## src/sv/dpb_pkg.sv

```systemverilog
// ----------------------------------------------------------------------------
// dpb_pkg
// Types, codes and constants shared by the picture buffer bumping logic.
// ----------------------------------------------------------------------------
package dpb_pkg;

	localparam int TABLE_DEPTH_DEF = 32;

	// command codes
	localparam logic [2:0] CMD_WRITE   = 3'd0;
	localparam logic [2:0] CMD_ALLOC   = 3'd1;
	localparam logic [2:0] CMD_SELECT  = 3'd2;
	localparam logic [2:0] CMD_RELEASE = 3'd3;
	localparam logic [2:0] CMD_CLOSEST = 3'd4;

	// status codes
	localparam logic [1:0] ST_OK   = 2'd0;
	localparam logic [1:0] ST_NONE = 2'd1;
	localparam logic [1:0] ST_FULL = 2'd2;

	// progress levels
	localparam logic [2:0] PR_RECON    = 3'd4;
	localparam logic [2:0] PR_FINISHED = 3'd5;

	// flag bit positions
	localparam int FL_NEEDED = 0;
	localparam int FL_REF    = 1;
	localparam int FL_STILL  = 2;
	localparam int FL_IDR    = 3;
	localparam int FL_LOCK   = 4;

	// register indexes
	localparam logic [1:0] CFG_FRAME_DELAY = 2'd0;
	localparam logic [1:0] CFG_PARALLEL    = 2'd1;
	localparam logic [1:0] CFG_SLACK       = 2'd2;

	localparam logic [32:0] DIST_INIT = 33'h0_7FFF_FFFF;

	typedef struct packed {
		logic [2:0]         command;
		logic [4:0]         slot;
		logic signed [31:0] poc_value;
		logic [2:0]         progress;
		logic               needed_for_output;
		logic               reference_marked;
		logic               still_referenced;
		logic               idr_start;
		logic [4:0]         num_reorder;
		logic               flush;
		logic [5:0]         max_pictures;
	} cmd_t;

	typedef struct packed {
		logic [1:0]         status;
		logic [4:0]         result_slot;
		logic signed [31:0] result_poc;
	} rsp_t;

	typedef struct packed {
		logic [4:0] flags;
		logic [2:0] progress;
	} meta_t;

	typedef struct packed {
		logic        lt;
		logic [32:0] absd;
	} pocu_t;

	typedef enum logic [1:0] {
		PASS_ALLOC = 2'd0,
		PASS_SEL1  = 2'd1,
		PASS_SEL2  = 2'd2,
		PASS_CLOSE = 2'd3
	} pass_t;

	typedef enum logic [8:0] {
		S_IDLE      = 9'b000000001,
		S_SLOT_RD   = 9'b000000010,
		S_SLOT_WR   = 9'b000000100,
		S_SCAN      = 9'b000001000,
		S_SHIFT_RD  = 9'b000010000,
		S_SHIFT_WR  = 9'b000100000,
		S_ALLOC_FIN = 9'b001000000,
		S_SEL_DEC   = 9'b010000000,
		S_SEL_FIN   = 9'b100000000
	} state_t;

endpackage

```

## src/sv/dpb_ram.sv

```systemverilog
// ----------------------------------------------------------------------------
// dpb_ram
// Generic single write port, single read port RAM with registered read.
// ----------------------------------------------------------------------------
module dpb_ram #(
	parameter int WIDTH = 8,
	parameter int DEPTH = 32
) (
	input  logic                     clk,
	input  logic                     we,
	input  logic [$clog2(DEPTH)-1:0] waddr,
	input  logic [WIDTH-1:0]         wdata,
	input  logic [$clog2(DEPTH)-1:0] raddr,
	output logic [WIDTH-1:0]         rdata
);

	logic [WIDTH-1:0] mem [DEPTH];

	always_ff @(posedge clk) begin
		if (we) begin
			mem[waddr] <= wdata;
		end
		rdata <= mem[raddr];
	end

endmodule

```

## src/sv/dpb_pocu.sv

```systemverilog
// ----------------------------------------------------------------------------
// dpb_pocu
// Shared POC unit: one subtractor giving signed less-than and distance.
// ----------------------------------------------------------------------------
module dpb_pocu import dpb_pkg::*; (
	input  logic signed [31:0] a,
	input  logic signed [31:0] b,
	output pocu_t              res
);

	logic [32:0] diff;

	assign diff     = {a[31], a} - {b[31], b};
	assign res.lt   = diff[32];
	assign res.absd = diff[32] ? (33'd0 - diff) : diff;

endmodule

```

## src/sv/dpb_output_bumping.sv

```systemverilog
// ----------------------------------------------------------------------------
// dpb_output_bumping
// Picture table with list order: write, allocate, output selection, release
// and closest-POC search, one command item at a time.
// ----------------------------------------------------------------------------
// sequencing: write/release read the entry, then write it; allocate appends at
// once when room allows, else walks the list and, after a full walk, appends;
// allocate reuse shifts every later list entry down and puts the reused slot last;
// select and closest walk the list, which goes through the order RAM and entry
// RAMs and the shared POC unit.
// throughput: one item at a time, next item taken once the result is taken.
// reset: list empty, tune-in count zero, first output pending, registers zero.
// ----------------------------------------------------------------------------
module dpb_output_bumping import dpb_pkg::*; #(
	parameter int TABLE_DEPTH = TABLE_DEPTH_DEF
) (
	input  logic       clk,
	input  logic       arst_n,
	input  logic       cmd_valid,
	output logic       cmd_ready,
	input  cmd_t       cmd,
	output logic       rsp_valid,
	input  logic       rsp_ready,
	output rsp_t       rsp,
	input  logic       cfg_we,
	input  logic [1:0] cfg_index,
	input  logic [3:0] cfg_wdata
);

	localparam int AW = $clog2(TABLE_DEPTH);
	localparam int CW = $clog2(TABLE_DEPTH + 1);
	localparam logic [CW-1:0] DEPTH_C = CW'(TABLE_DEPTH);

	state_t        state_q;
	cmd_t          req_q;
	rsp_t          rsp_q;
	logic          rsp_valid_q;
	logic [CW-1:0] len_q;
	logic [7:0]    tune_q;
	logic          fop_q;
	logic [3:0]    fd_q, par_q, slack_q;

	pass_t         pass_q;
	logic [CW-1:0] idx_q, hi_q, idx_s1, idx_s2;
	logic          v_s1, v_s2;
	logic [AW-1:0] slot_s2;

	logic          found_q, idr_end_q, flush_q, best_v_q;
	logic [CW-1:0] start_q, end_q, shown_q, k_q;
	logic [AW-1:0] best_slot_q, fin_pos_q, fin_slot_q, hit_slot_q;
	logic signed [31:0] best_poc_q;
	meta_t         best_meta_q;
	logic [32:0]   bestd_q;
	logic          app_q;

	logic          ord_we, meta_we, poc_we;
	logic [AW-1:0] ord_waddr, ord_raddr, ord_wdata, ord_rdata;
	logic [AW-1:0] meta_waddr, meta_raddr, poc_waddr;
	meta_t         meta_wdata, meta_rdata;
	logic signed [31:0] poc_wdata, poc_rdata;

	pocu_t         pu;
	logic signed [31:0] pu_b;

	logic prog_fin, prog_rec, alloc_hit, sel1_skip, sel1_stop, stop, pass_end;
	logic cand, sel_take;
	logic [7:0] sel_thr;

	assign cmd_ready = (state_q == S_IDLE) && !rsp_valid_q;
	assign rsp_valid = rsp_valid_q;
	assign rsp       = rsp_q;

	dpb_ram #(.WIDTH(AW), .DEPTH(TABLE_DEPTH)) u_ord (
		.clk(clk), .we(ord_we), .waddr(ord_waddr), .wdata(ord_wdata),
		.raddr(ord_raddr), .rdata(ord_rdata)
	);

	dpb_ram #(.WIDTH($bits(meta_t)), .DEPTH(TABLE_DEPTH)) u_meta (
		.clk(clk), .we(meta_we), .waddr(meta_waddr), .wdata(meta_wdata),
		.raddr(meta_raddr), .rdata(meta_rdata)
	);

	dpb_ram #(.WIDTH(32), .DEPTH(TABLE_DEPTH)) u_poc (
		.clk(clk), .we(poc_we), .waddr(poc_waddr), .wdata(poc_wdata),
		.raddr(meta_raddr), .rdata(poc_rdata)
	);

	assign pu_b = (pass_q == PASS_CLOSE) ? req_q.poc_value : best_poc_q;

	dpb_pocu u_pocu (.a(poc_rdata), .b(pu_b), .res(pu));

	// per-entry evaluation
	assign prog_fin  = meta_rdata.progress >= PR_FINISHED;
	assign prog_rec  = meta_rdata.progress >= PR_RECON;
	assign alloc_hit = prog_fin && !meta_rdata.flags[FL_LOCK] && !meta_rdata.flags[FL_STILL]
		&& !meta_rdata.flags[FL_REF] && !meta_rdata.flags[FL_NEEDED];
	assign sel1_skip = !meta_rdata.flags[FL_NEEDED] && prog_rec;
	assign sel1_stop = !sel1_skip && (!prog_fin || (meta_rdata.flags[FL_IDR] && found_q));
	assign stop      = v_s2 && (((pass_q == PASS_ALLOC) && alloc_hit) ||
		((pass_q == PASS_SEL1) && sel1_stop));
	assign pass_end  = v_s2 && (stop || (idx_s2 == hi_q - CW'(1)));
	assign cand      = meta_rdata.flags[FL_NEEDED] && prog_fin;

	assign sel_thr  = 8'(req_q.num_reorder) + (fop_q ? 8'(slack_q) : 8'd0);
	assign sel_take = (req_q.command == CMD_SELECT) && best_v_q &&
		(flush_q || (8'(shown_q) > sel_thr));

	always_comb begin
		ord_we     = 1'b0;
		ord_waddr  = k_q[AW-1:0];
		ord_wdata  = ord_rdata;
		ord_raddr  = idx_q[AW-1:0];
		meta_we    = 1'b0;
		meta_waddr = AW'(req_q.slot);
		meta_wdata = meta_rdata;
		meta_raddr = (state_q == S_SCAN) ? ord_rdata : AW'(req_q.slot);
		poc_we     = 1'b0;
		poc_waddr  = AW'(req_q.slot);
		poc_wdata  = req_q.poc_value;
		case (state_q)
			S_SHIFT_RD: begin
				ord_raddr = AW'(k_q + CW'(1));
			end
			S_SHIFT_WR: begin
				ord_we = 1'b1;
			end
			S_SLOT_WR: begin
				meta_we = 1'b1;
				if (req_q.command == CMD_WRITE) begin
					poc_we     = 1'b1;
					meta_wdata = '{flags: {meta_rdata.flags[FL_LOCK], req_q.idr_start,
						req_q.still_referenced, req_q.reference_marked,
						req_q.needed_for_output}, progress: req_q.progress};
				end else begin
					meta_wdata.flags[FL_LOCK] = 1'b0;
				end
			end
			S_ALLOC_FIN: begin
				ord_we     = 1'b1;
				ord_waddr  = fin_pos_q;
				ord_wdata  = fin_slot_q;
				meta_we    = 1'b1;
				meta_waddr = fin_slot_q;
				meta_wdata = '0;
				poc_we     = 1'b1;
				poc_waddr  = fin_slot_q;
				poc_wdata  = '0;
			end
			S_SEL_FIN: begin
				meta_we    = sel_take;
				meta_waddr = best_slot_q;
				meta_wdata = best_meta_q;
				meta_wdata.flags[FL_LOCK]   = 1'b1;
				meta_wdata.flags[FL_NEEDED] = 1'b0;
			end
			default: begin
			end
		endcase
	end

	always_ff @(posedge clk or negedge arst_n) begin
		if (!arst_n) begin
			state_q     <= S_IDLE;
			rsp_valid_q <= 1'b0;
			len_q       <= '0;
			tune_q      <= '0;
			fop_q       <= 1'b1;
			fd_q        <= '0;
			par_q       <= '0;
			slack_q     <= '0;
			v_s1        <= 1'b0;
			v_s2        <= 1'b0;
			pass_q      <= PASS_ALLOC;
		end else begin
			if (cfg_we) begin
				case (cfg_index)
					CFG_FRAME_DELAY: fd_q    <= cfg_wdata;
					CFG_PARALLEL:    par_q   <= cfg_wdata;
					CFG_SLACK:       slack_q <= cfg_wdata;
					default: begin
					end
				endcase
			end
			if (rsp_valid_q && rsp_ready) begin
				rsp_valid_q <= 1'b0;
			end
			case (state_q)
				S_IDLE: begin
					if (cmd_valid && cmd_ready) begin
						req_q   <= cmd;
						rsp_q   <= '{status: ST_NONE, result_slot: '0, result_poc: '0};
						idx_q   <= '0;
						hi_q    <= len_q;
						v_s1    <= 1'b0;
						v_s2    <= 1'b0;
						found_q <= 1'b0;
						start_q <= '0;
						best_v_q <= 1'b0;
						bestd_q <= DIST_INIT;
						case (cmd.command)
							CMD_WRITE, CMD_RELEASE: begin
								if (CW'(cmd.slot) < len_q && 7'(cmd.slot) < 7'(len_q)) begin
									state_q <= S_SLOT_RD;
								end else begin
									rsp_valid_q <= 1'b1;
								end
							end
							CMD_ALLOC: begin
								if ((8'(len_q) < 8'(cmd.max_pictures) + 8'(fd_q) &&
									len_q < DEPTH_C) || (len_q == '0)) begin
									fin_pos_q  <= AW'(len_q);
									fin_slot_q <= AW'(len_q);
									app_q      <= 1'b1;
									state_q    <= S_ALLOC_FIN;
								end else begin
									pass_q  <= PASS_ALLOC;
									state_q <= S_SCAN;
								end
							end
							CMD_SELECT: begin
								if (len_q == '0) begin
									rsp_valid_q <= 1'b1;
								end else begin
									pass_q  <= PASS_SEL1;
									state_q <= S_SCAN;
								end
							end
							CMD_CLOSEST: begin
								if (len_q == '0) begin
									rsp_valid_q <= 1'b1;
								end else begin
									pass_q  <= PASS_CLOSE;
									state_q <= S_SCAN;
								end
							end
							default: begin
								rsp_valid_q <= 1'b1;
							end
						endcase
					end
				end
				S_SLOT_RD: begin
					state_q <= S_SLOT_WR;
				end
				S_SLOT_WR: begin
					rsp_q.status      <= ST_OK;
					rsp_q.result_slot <= req_q.slot;
					rsp_q.result_poc  <= (req_q.command == CMD_WRITE) ? req_q.poc_value
						: poc_rdata;
					rsp_valid_q <= 1'b1;
					state_q     <= S_IDLE;
				end
				S_SCAN: begin
					if (pass_end) begin
						v_s1 <= 1'b0;
						v_s2 <= 1'b0;
					end else begin
						v_s1   <= idx_q < hi_q;
						idx_s1 <= idx_q;
						if (idx_q < hi_q) begin
							idx_q <= idx_q + CW'(1);
						end
						v_s2    <= v_s1;
						idx_s2  <= idx_s1;
						slot_s2 <= ord_rdata;
					end
					if (v_s2) begin
						case (pass_q)
							PASS_ALLOC: begin
								if (alloc_hit) begin
									hit_slot_q <= slot_s2;
									k_q        <= idx_s2;
									state_q    <= S_SHIFT_RD;
								end else if (pass_end) begin
									if (len_q < DEPTH_C) begin
										fin_pos_q  <= AW'(len_q);
										fin_slot_q <= AW'(len_q);
										app_q      <= 1'b1;
										state_q    <= S_ALLOC_FIN;
									end else begin
										rsp_q.status <= ST_FULL;
										rsp_valid_q  <= 1'b1;
										state_q      <= S_IDLE;
									end
								end
							end
							PASS_SEL1: begin
								if (sel1_stop) begin
									end_q     <= idx_s2;
									idr_end_q <= meta_rdata.flags[FL_IDR];
								end else begin
									if (!sel1_skip) begin
										if (!found_q && (meta_rdata.flags[FL_IDR] ||
											(!meta_rdata.flags[FL_NEEDED] &&
											!meta_rdata.flags[FL_REF]))) begin
											start_q <= idx_s2;
										end
										if (meta_rdata.flags[FL_NEEDED]) begin
											found_q <= 1'b1;
										end
									end
									if (pass_end) begin
										end_q     <= len_q;
										idr_end_q <= 1'b0;
									end
								end
								if (pass_end) begin
									state_q <= S_SEL_DEC;
								end
							end
							PASS_SEL2: begin
								if (cand) begin
									shown_q <= shown_q + CW'(1);
									if (!best_v_q || pu.lt) begin
										best_v_q    <= 1'b1;
										best_slot_q <= slot_s2;
										best_poc_q  <= poc_rdata;
										best_meta_q <= meta_rdata;
									end
								end
								if (pass_end) begin
									state_q <= S_SEL_FIN;
								end
							end
							default: begin
								if (prog_rec && pu.absd < bestd_q && pu.absd != '0) begin
									bestd_q     <= pu.absd;
									best_v_q    <= 1'b1;
									best_slot_q <= slot_s2;
									best_poc_q  <= poc_rdata;
								end
								if (pass_end) begin
									state_q <= S_SEL_FIN;
								end
							end
						endcase
					end
				end
				S_SHIFT_RD: begin
					if (k_q == len_q - CW'(1)) begin
						fin_pos_q  <= AW'(k_q);
						fin_slot_q <= hit_slot_q;
						app_q      <= 1'b0;
						state_q    <= S_ALLOC_FIN;
					end else begin
						state_q <= S_SHIFT_WR;
					end
				end
				S_SHIFT_WR: begin
					k_q     <= k_q + CW'(1);
					state_q <= S_SHIFT_RD;
				end
				S_ALLOC_FIN: begin
					if (app_q) begin
						len_q <= len_q + CW'(1);
					end
					rsp_q.status      <= ST_OK;
					rsp_q.result_slot <= 5'(fin_slot_q);
					rsp_q.result_poc  <= '0;
					rsp_valid_q <= 1'b1;
					state_q     <= S_IDLE;
				end
				S_SEL_DEC: begin
					if (!found_q) begin
						rsp_valid_q <= 1'b1;
						state_q     <= S_IDLE;
					end else if (tune_q <= 8'(req_q.num_reorder) + 8'(par_q) + 8'd1 &&
						!req_q.flush) begin
						tune_q      <= tune_q + 8'd1;
						rsp_valid_q <= 1'b1;
						state_q     <= S_IDLE;
					end else begin
						flush_q  <= req_q.flush || idr_end_q;
						shown_q  <= '0;
						best_v_q <= 1'b0;
						pass_q   <= PASS_SEL2;
						idx_q    <= start_q;
						hi_q     <= end_q;
						state_q  <= (start_q < end_q) ? S_SCAN : S_SEL_FIN;
					end
				end
				S_SEL_FIN: begin
					if (req_q.command == CMD_SELECT) begin
						if (sel_take) begin
							fop_q             <= 1'b0;
							rsp_q.status      <= ST_OK;
							rsp_q.result_slot <= 5'(best_slot_q);
							rsp_q.result_poc  <= best_poc_q;
						end
					end else if (best_v_q) begin
						rsp_q.status      <= ST_OK;
						rsp_q.result_slot <= 5'(best_slot_q);
						rsp_q.result_poc  <= best_poc_q;
					end
					rsp_valid_q <= 1'b1;
					state_q     <= S_IDLE;
				end
				default: begin
					state_q <= S_IDLE;
				end
			endcase
		end
	end

endmodule

```

## config.mk

```make
export PLATFORM = sky130hd
export DESIGN_NAME = dpb_output_bumping
export DESIGN_NICKNAME = d
export VERILOG_FILES = /design/src/sv/dpb_pkg.sv /design/src/sv/dpb_ram.sv /design/src/sv/dpb_pocu.sv /design/src/sv/dpb_output_bumping.sv
export SDC_FILE = /design/constraint.sdc
export NUM_CORES = 2
export LEC_CHECK = 0
export CAP_MARGIN = 10
export CORE_MARGIN = 2
export CORE_UTILIZATION = 65
export CTS_BUF_LIST = sky130_fd_sc_hd__clkbuf_4
export DETAILED_ROUTE_END_ITERATION = 6
export DONT_BUFFER_PORTS = 1
export HOLD_SLACK_MARGIN = 0.03
export MAX_ROUTING_LAYER = met4
export PLACE_DENSITY = 0.82
export SLEW_MARGIN = 20
export SYNTH_ARGS = -nofsm -noshare
export SYNTH_HDL_FRONTEND = slang
export SYNTH_HIERARCHICAL = 1
export SYNTH_SLANG_ARGS = --single-unit
```

## constraint.sdc

```tcl
create_clock -name clk -period 9.1 [get_ports clk]
set_clock_uncertainty 0.05 [all_clocks]
set_input_delay 0.91 -clock clk [delete_from_list [all_inputs] [get_ports clk]]
set_output_delay 0.91 -clock clk [all_outputs]
set_load 0.05 [all_outputs]
```

=== Yosys cells after proc, flatten, opt, wreduce, memory -nomap -nowiden ===
Memory sizes are Yosys's and may differ from the RTL's. A register that Yosys moved wholly into a read port is not among the register bits.
Cells that the tools add are included.
W data, S select, Z words.

* Register bits: 283
* Memory bits (writable): 1440
* Bits of input ports: 70
* Memories kept: 3

* $add $sub $neg: 13
* Order comparisons: 11
* Equal/unequal tests: 63
* Mux-type cells: 157
* Bitwise logic cells: 3
* Reductions and logical operators: 92

{| class="wikitable"
|+ Memory list
! name !! words !! width !! rd ports !! clocked after memory_dff !! wr ports !! RTL line !! source
|-
| u_poc.mem || 32 || 32 || 1 || 1 || 1 || dpb_ram.sv:17 || <nowiki>logic [WIDTH-1:0] mem [DEPTH];</nowiki>
|-
| u_meta.mem || 32 || 8 || 1 || 1 || 1 || dpb_ram.sv:17 ||
|-
| u_ord.mem || 32 || 5 || 1 || 1 || 1 || dpb_ram.sv:17 ||
|}

{| class="wikitable"
|+ Operators with widths
! kind !! count
|-
| $mux W32 || 6
|-
| $mux W33 || 5
|-
| $mux W39 || 4
|-
| $pmux W37 S4 || 1
|-
| $mux W6 || 23
|-
| $mux W9 || 11
|-
| $mux W5 || 18
|-
| $pmux W33 S2 || 1
|-
| $pmux W32 S2 || 1
|-
| $pmux W9 S6 || 1
|-
| $pmux W6 S2 || 4
|-
| $mux W1 || 45
|-
| $ne A2 B2 Y1 const B || 18
|-
| $ne A3 B3 Y1 const B || 12
|-
| $lt A33 B33 Y1 || 1
|-
| $reduce_bool A33 Y1 || 1
|-
| $sub A1 B33 Y33 const A || 1
|-
| $sub A32 B32 Y33 || 1
|-
| $reduce_and A8 Y1 || 4
|-
| $pmux W5 S3 || 2
|-
| $mux W7 || 4
|-
| $pmux W9 S3 || 1
|-
| $reduce_and A5 Y1 || 5
|-
| $add A6 B1 Y6 const B || 4
|-
| 62 further kinds || 165
|}

=== Longest topological paths before layout ===
* Word-level depth: 15
* Gate-level depth with buffers: 26
* Depth with buffers taken out: 22

=== Modules after synthesis ===
The synthesis kept the hierarchy.

{| class="wikitable"
|+ By module, submodules not included
! module !! instances !! cells each !! area an instance (µm²)
|-
| dpb_ram at u_poc || 1 || 2260 || 40492.6
|-
| dpb_output_bumping || 1 || 1277 || 14670.3
|-
| dpb_ram at u_meta || 1 || 417 || 10053.4
|-
| dpb_ram at u_ord || 1 || 277 || 6344.8
|-
| dpb_pocu || 1 || 452 || 3009.1
|}

=== Least setup slack after synthesis ===
Ideal clock, no wire load.

* Path kind: flip-flop to flip-flop
* Start point: register pass_q[1]
* End point: register best_poc_q[0], enable pin
* Setup time: 444 ps
* Arrival: 6932 ps
* Data required time: 8606 ps
* Slack: 1674 ps
* Stages on the path, launching flop included: 25
* Path buffers: 3
* Period minus slack after synthesis: 7426 ps
* Path through: dfrtp_1 clkbuf_1 nand2_1 buf_1 mux2_2 inv_1 ha_1 buf_6 a21oi_2 o21ai_2 or2_4 or3_1 a222oi_1 o211ai_2 nor4_4 a21oi_1 xnor2_1 ha_1 a21oi_1 nor2_1 a211oi_1 o2111ai_1 a21oi_1 o21ai_0 a21oi_1

{| class="wikitable"
|+ RTL lines
! what !! RTL line !! source
|-
| from (decl) || dpb_output_bumping.sv:43 || <nowiki>pass_t pass_q;</nowiki>
|-
| from (signal assigned) || dpb_output_bumping.sv:173 || <nowiki>pass_q <= PASS_ALLOC;</nowiki>
|-
| from (signal assigned) || dpb_output_bumping.sv:216 || <nowiki>pass_q <= PASS_ALLOC;</nowiki>
|-
| from (signal assigned) || dpb_output_bumping.sv:224 || <nowiki>pass_q <= PASS_SEL1;</nowiki>
|-
| to (signal assigned) || dpb_output_bumping.sv:317 || <nowiki>best_poc_q <= poc_rdata;</nowiki>
|-
| to (signal assigned) || dpb_output_bumping.sv:330 || <nowiki>best_poc_q <= poc_rdata;</nowiki>
|-
| to (decl) || dpb_output_bumping.sv:51 || <nowiki>logic signed [31:0] best_poc_q;</nowiki>
|}

==> reports/metrics.cfg <==
[worst_setup_path]
cpMaxStageDelayCell=nand2_2
critPathKind=flop to flop
start_kind=flop
r2r.worst_path.cells=22
cp-end-kind=flop
slowest_delay_ns=0.69
worst_path_most_repeated_cell=a21oi_1
arrival_ns=8.57
cp_cell_sequence=nand2_2 > mux2_2 > ha_1 > fa_1 > nand2b_1 > a21oi_2 > o21ai_0 > a2111oi_0 > a211oi_1 > xor2_1 > and4bb_1 > a21oi_1 > xnor2_1 > ha_1 > a21oi_1 > nor2_1 > a211oi_1 > o2111ai_1 > a21oi_1 > o21ai_0 > a21oi_4 > buf_4
crit_fanout=33
critical_path_required_ns=9.94

[power_and_ir_drop]
total_power_mw=22.8
total_leakage_power_nw=29.2
p_comb_share_pct=26.5
powerDensity_nw_per_um2=276
vdd_drop_max_mv=0.189
swShare_pct=32.9
p_clk_share_pct=28.5
seq_power_share_pct=45.0
internal_power_mw=15.3
p_switching_mw=7.50

[placed_design]
placed_cell_area_sq_um=76300
dp_hpwl_um=109000
place.gp.congestion=0.903
io_buffers=0
place_ws_ns=1.39

[cells_and_area]
post_route_cells_drive_above_1_share_pct=19.8
final_area_sq_um=82600
final_common_cell=edfxtp_1
nNetsFinal=5229
final_cell_mix=1681 x edfxtp_1, 667 x clkbuf_4, 547 x mux2i_1
syn_to_final_growth_pct=10.8
fin_util_pct=72.5

[floorplanning]
dieArea_sq_um=117000
die_h_um=343
ios=111
fp.coreArea_sq_um=114000
die_w_um=343
placementRows=124
floorplan.initialDensity_pct=65.4

[logic_synthesis]
avgSynthCellArea_sq_um=15.9
syn_nets=4873
syn_inst=4683
synth_area_sq_um=74600
synth_top_area_share_pct=67.7
synthDistinctLibCells=93
yosysTopAreaCell=edfxtp_1
synth_edf_count=1681
yosysSeqAreaShare_pct=70.3
ys_ff_latch=1767
ys_warn_count=6
synth-async-reset-ratio_pct=2.32
synthTopCellsByArea=edfxtp_1 68%, mux2i_1 7.3%, mux4_2 3.9%, ha_1 1.9%, nand2_1 1.6%
ys.flop_type=edfxtp_1

[sta]
clock.fmax_mhz=129
worst_slack_ns=1.37
finalCriticalPeriod_ns=7.73
slew_viol_final=0
finalHoldViolCount=0
max_slew_margin_pct=22.4
rsz0062_at_grt=no
worst_slew_pin_slew_ns=1.16
fin_crit_sh_pct=84.9
setup_tns_ns=0
setup-violations-final=0

[drt]
drt_pass1_iterations=5
drt_iter0_drc=5439
drtAntennaViolNets=0
wirelength_um=188000
viasPerCell=6.47
via_count=44700
drc=0
wl_per_cell_um=27.2

[clock_tree]
clock-root-buffer=clkbuf_4
cts_inserted_buffers=433
htree_levels=5
clk_latency_ns=1.32
clock_path_buffers=4
cts_tree=built
postCtsSetupBuffers=0
clock_sinks=1767
path_clk_slew_ns=0.08

[global_routing]
grt.overflow.total=0
grt_pass1_wl_um=275000
grt.total_usage_pct=32.9
grt_pass1_vias=43900
grt_max_degree=137
antenna_found_initial=9

[run_status]
status=finished clean

[job]
cap_violations=0

[min_path]
min_path_cells=4
min_path_type=primary input to flop

[synth_stat cells (45+ instances only)]
library cell	n
ha_1	116
mux2i_1	547
o21ai_0	135
mux4_2	130
nor3_1	61
inv_1	120
xnor2_1	60
nor2_1	173
edfxtp_1	1681
and2_1	55
dfxtp_1	45
clkbuf_1	94
a22oi_1	105
a22o_1	66
nand2_1	320
a21oi_1	170
mux2_2	61
nand3_1	143
buf_2	46
[state kept, by name, indices dropped and copies added (netlist names), 8 cells and up]
register	cells
u_meta/mem	256
u_ord/mem	160
rsp	39
state_q	9
u_meta/rdata	8
tune_q	8
bestd_q	33
best_poc_q	32
u_poc/mem	1024
u_poc/rdata	32
req_q	53
[power groups by stage]
stage / combinational, mW / clock, mW / sequential, mW
after global routing: 6.56 / 6.98 / 10.3
final: 6.06 / 6.49 / 10.3
after detailed placement: 5.88 / 0 / 10.4
after CTS: 5.95 / 6.59 / 10.3
after global placement: 5.72 / 0 / 10.4
after floorplan: 4.34 / 0 / 10.2
[worst max-delay path: cells and delay by family, from the launching register on]
family / cells / cell delay, ns
AO/OA/AOI/OAI: 11 / 3.10
AND/OR/NAND/NOR: 4 / 1.33
adder cells (fa/ha/maj): 3 / 0.91
XOR/XNOR: 2 / 0.57
flip-flops: 1 / 0.49
multiplexers: 1 / 0.42
buffers and inverters: 1 / 0.42
[logic make-up after synthesis]
family          count (synthesis)  synth area share (%)
buf+inv                       346                  2.22
mux                           738                  12.2
flops                        1767                  70.3
xor+xnor                       95                  1.12
compound gates                666                  5.93
fa+ha+maj                     120                  2.05
simple gates                  951                  6.21
[metrics by stage]
step / hold WS (ns) / std cells
after global routing: 0.0684 / 6911
after global placement: 0.317 / 6043
after detailed placement: 0.327 / 6044
after floorplan: 0.350 / 4683
final: 0.188 / 6915
after CTS: 0.0600 / 6899
[path summary, 6_finish.rpt]
| path | from | to | slack [ns] |
|---|---|---|---|
| worst min-delay path | cmd[55] | state_q[1] | 0.19 |
| worst max register to register | pass_q[0] | best_poc_q[22] | 1.37 |
| worst min register to register | tune_q[7] | tune_q[7] | 0.34 |
| max in group asynchronous | arst_n | tune_q[6] | 7.63 |
| worst max-delay path | pass_q[0] | best_poc_q[22] | 1.37 |
| min in group asynchronous | arst_n | len_q[3] | 0.67 |
[area by class of cell]
| class | instances | area [sq um] |
|---|---|---|
| multi-input cells | 2570 | 20900 |
| flip-flops and latches | 1767 | 52400 |
| clock buffers | 667 | 5010 |
| diodes | 16 | 40.0 |
| repair buffers | 143 | 1370 |
| fillers | 6974 | 31400 |
| clock inverters | 116 | 536 |
| well taps | 1512 | 1890 |
| inverters | 124 | 465 |
[metal layers]
layer,track usage (%),share of wire (%)
met1,42.8,37
met2,50.8,48
met3,7.67,11
met4,13.0,3.8
met5,-,0
[timing repair]
item / in CTS / in global routing
hold buffers: 72 / 0
resized for setup: 0 / 0
hold endpoints to repair: 127 / 0
setup endpoints to repair: 0 / 0
(Power assumes the default switching activity.)
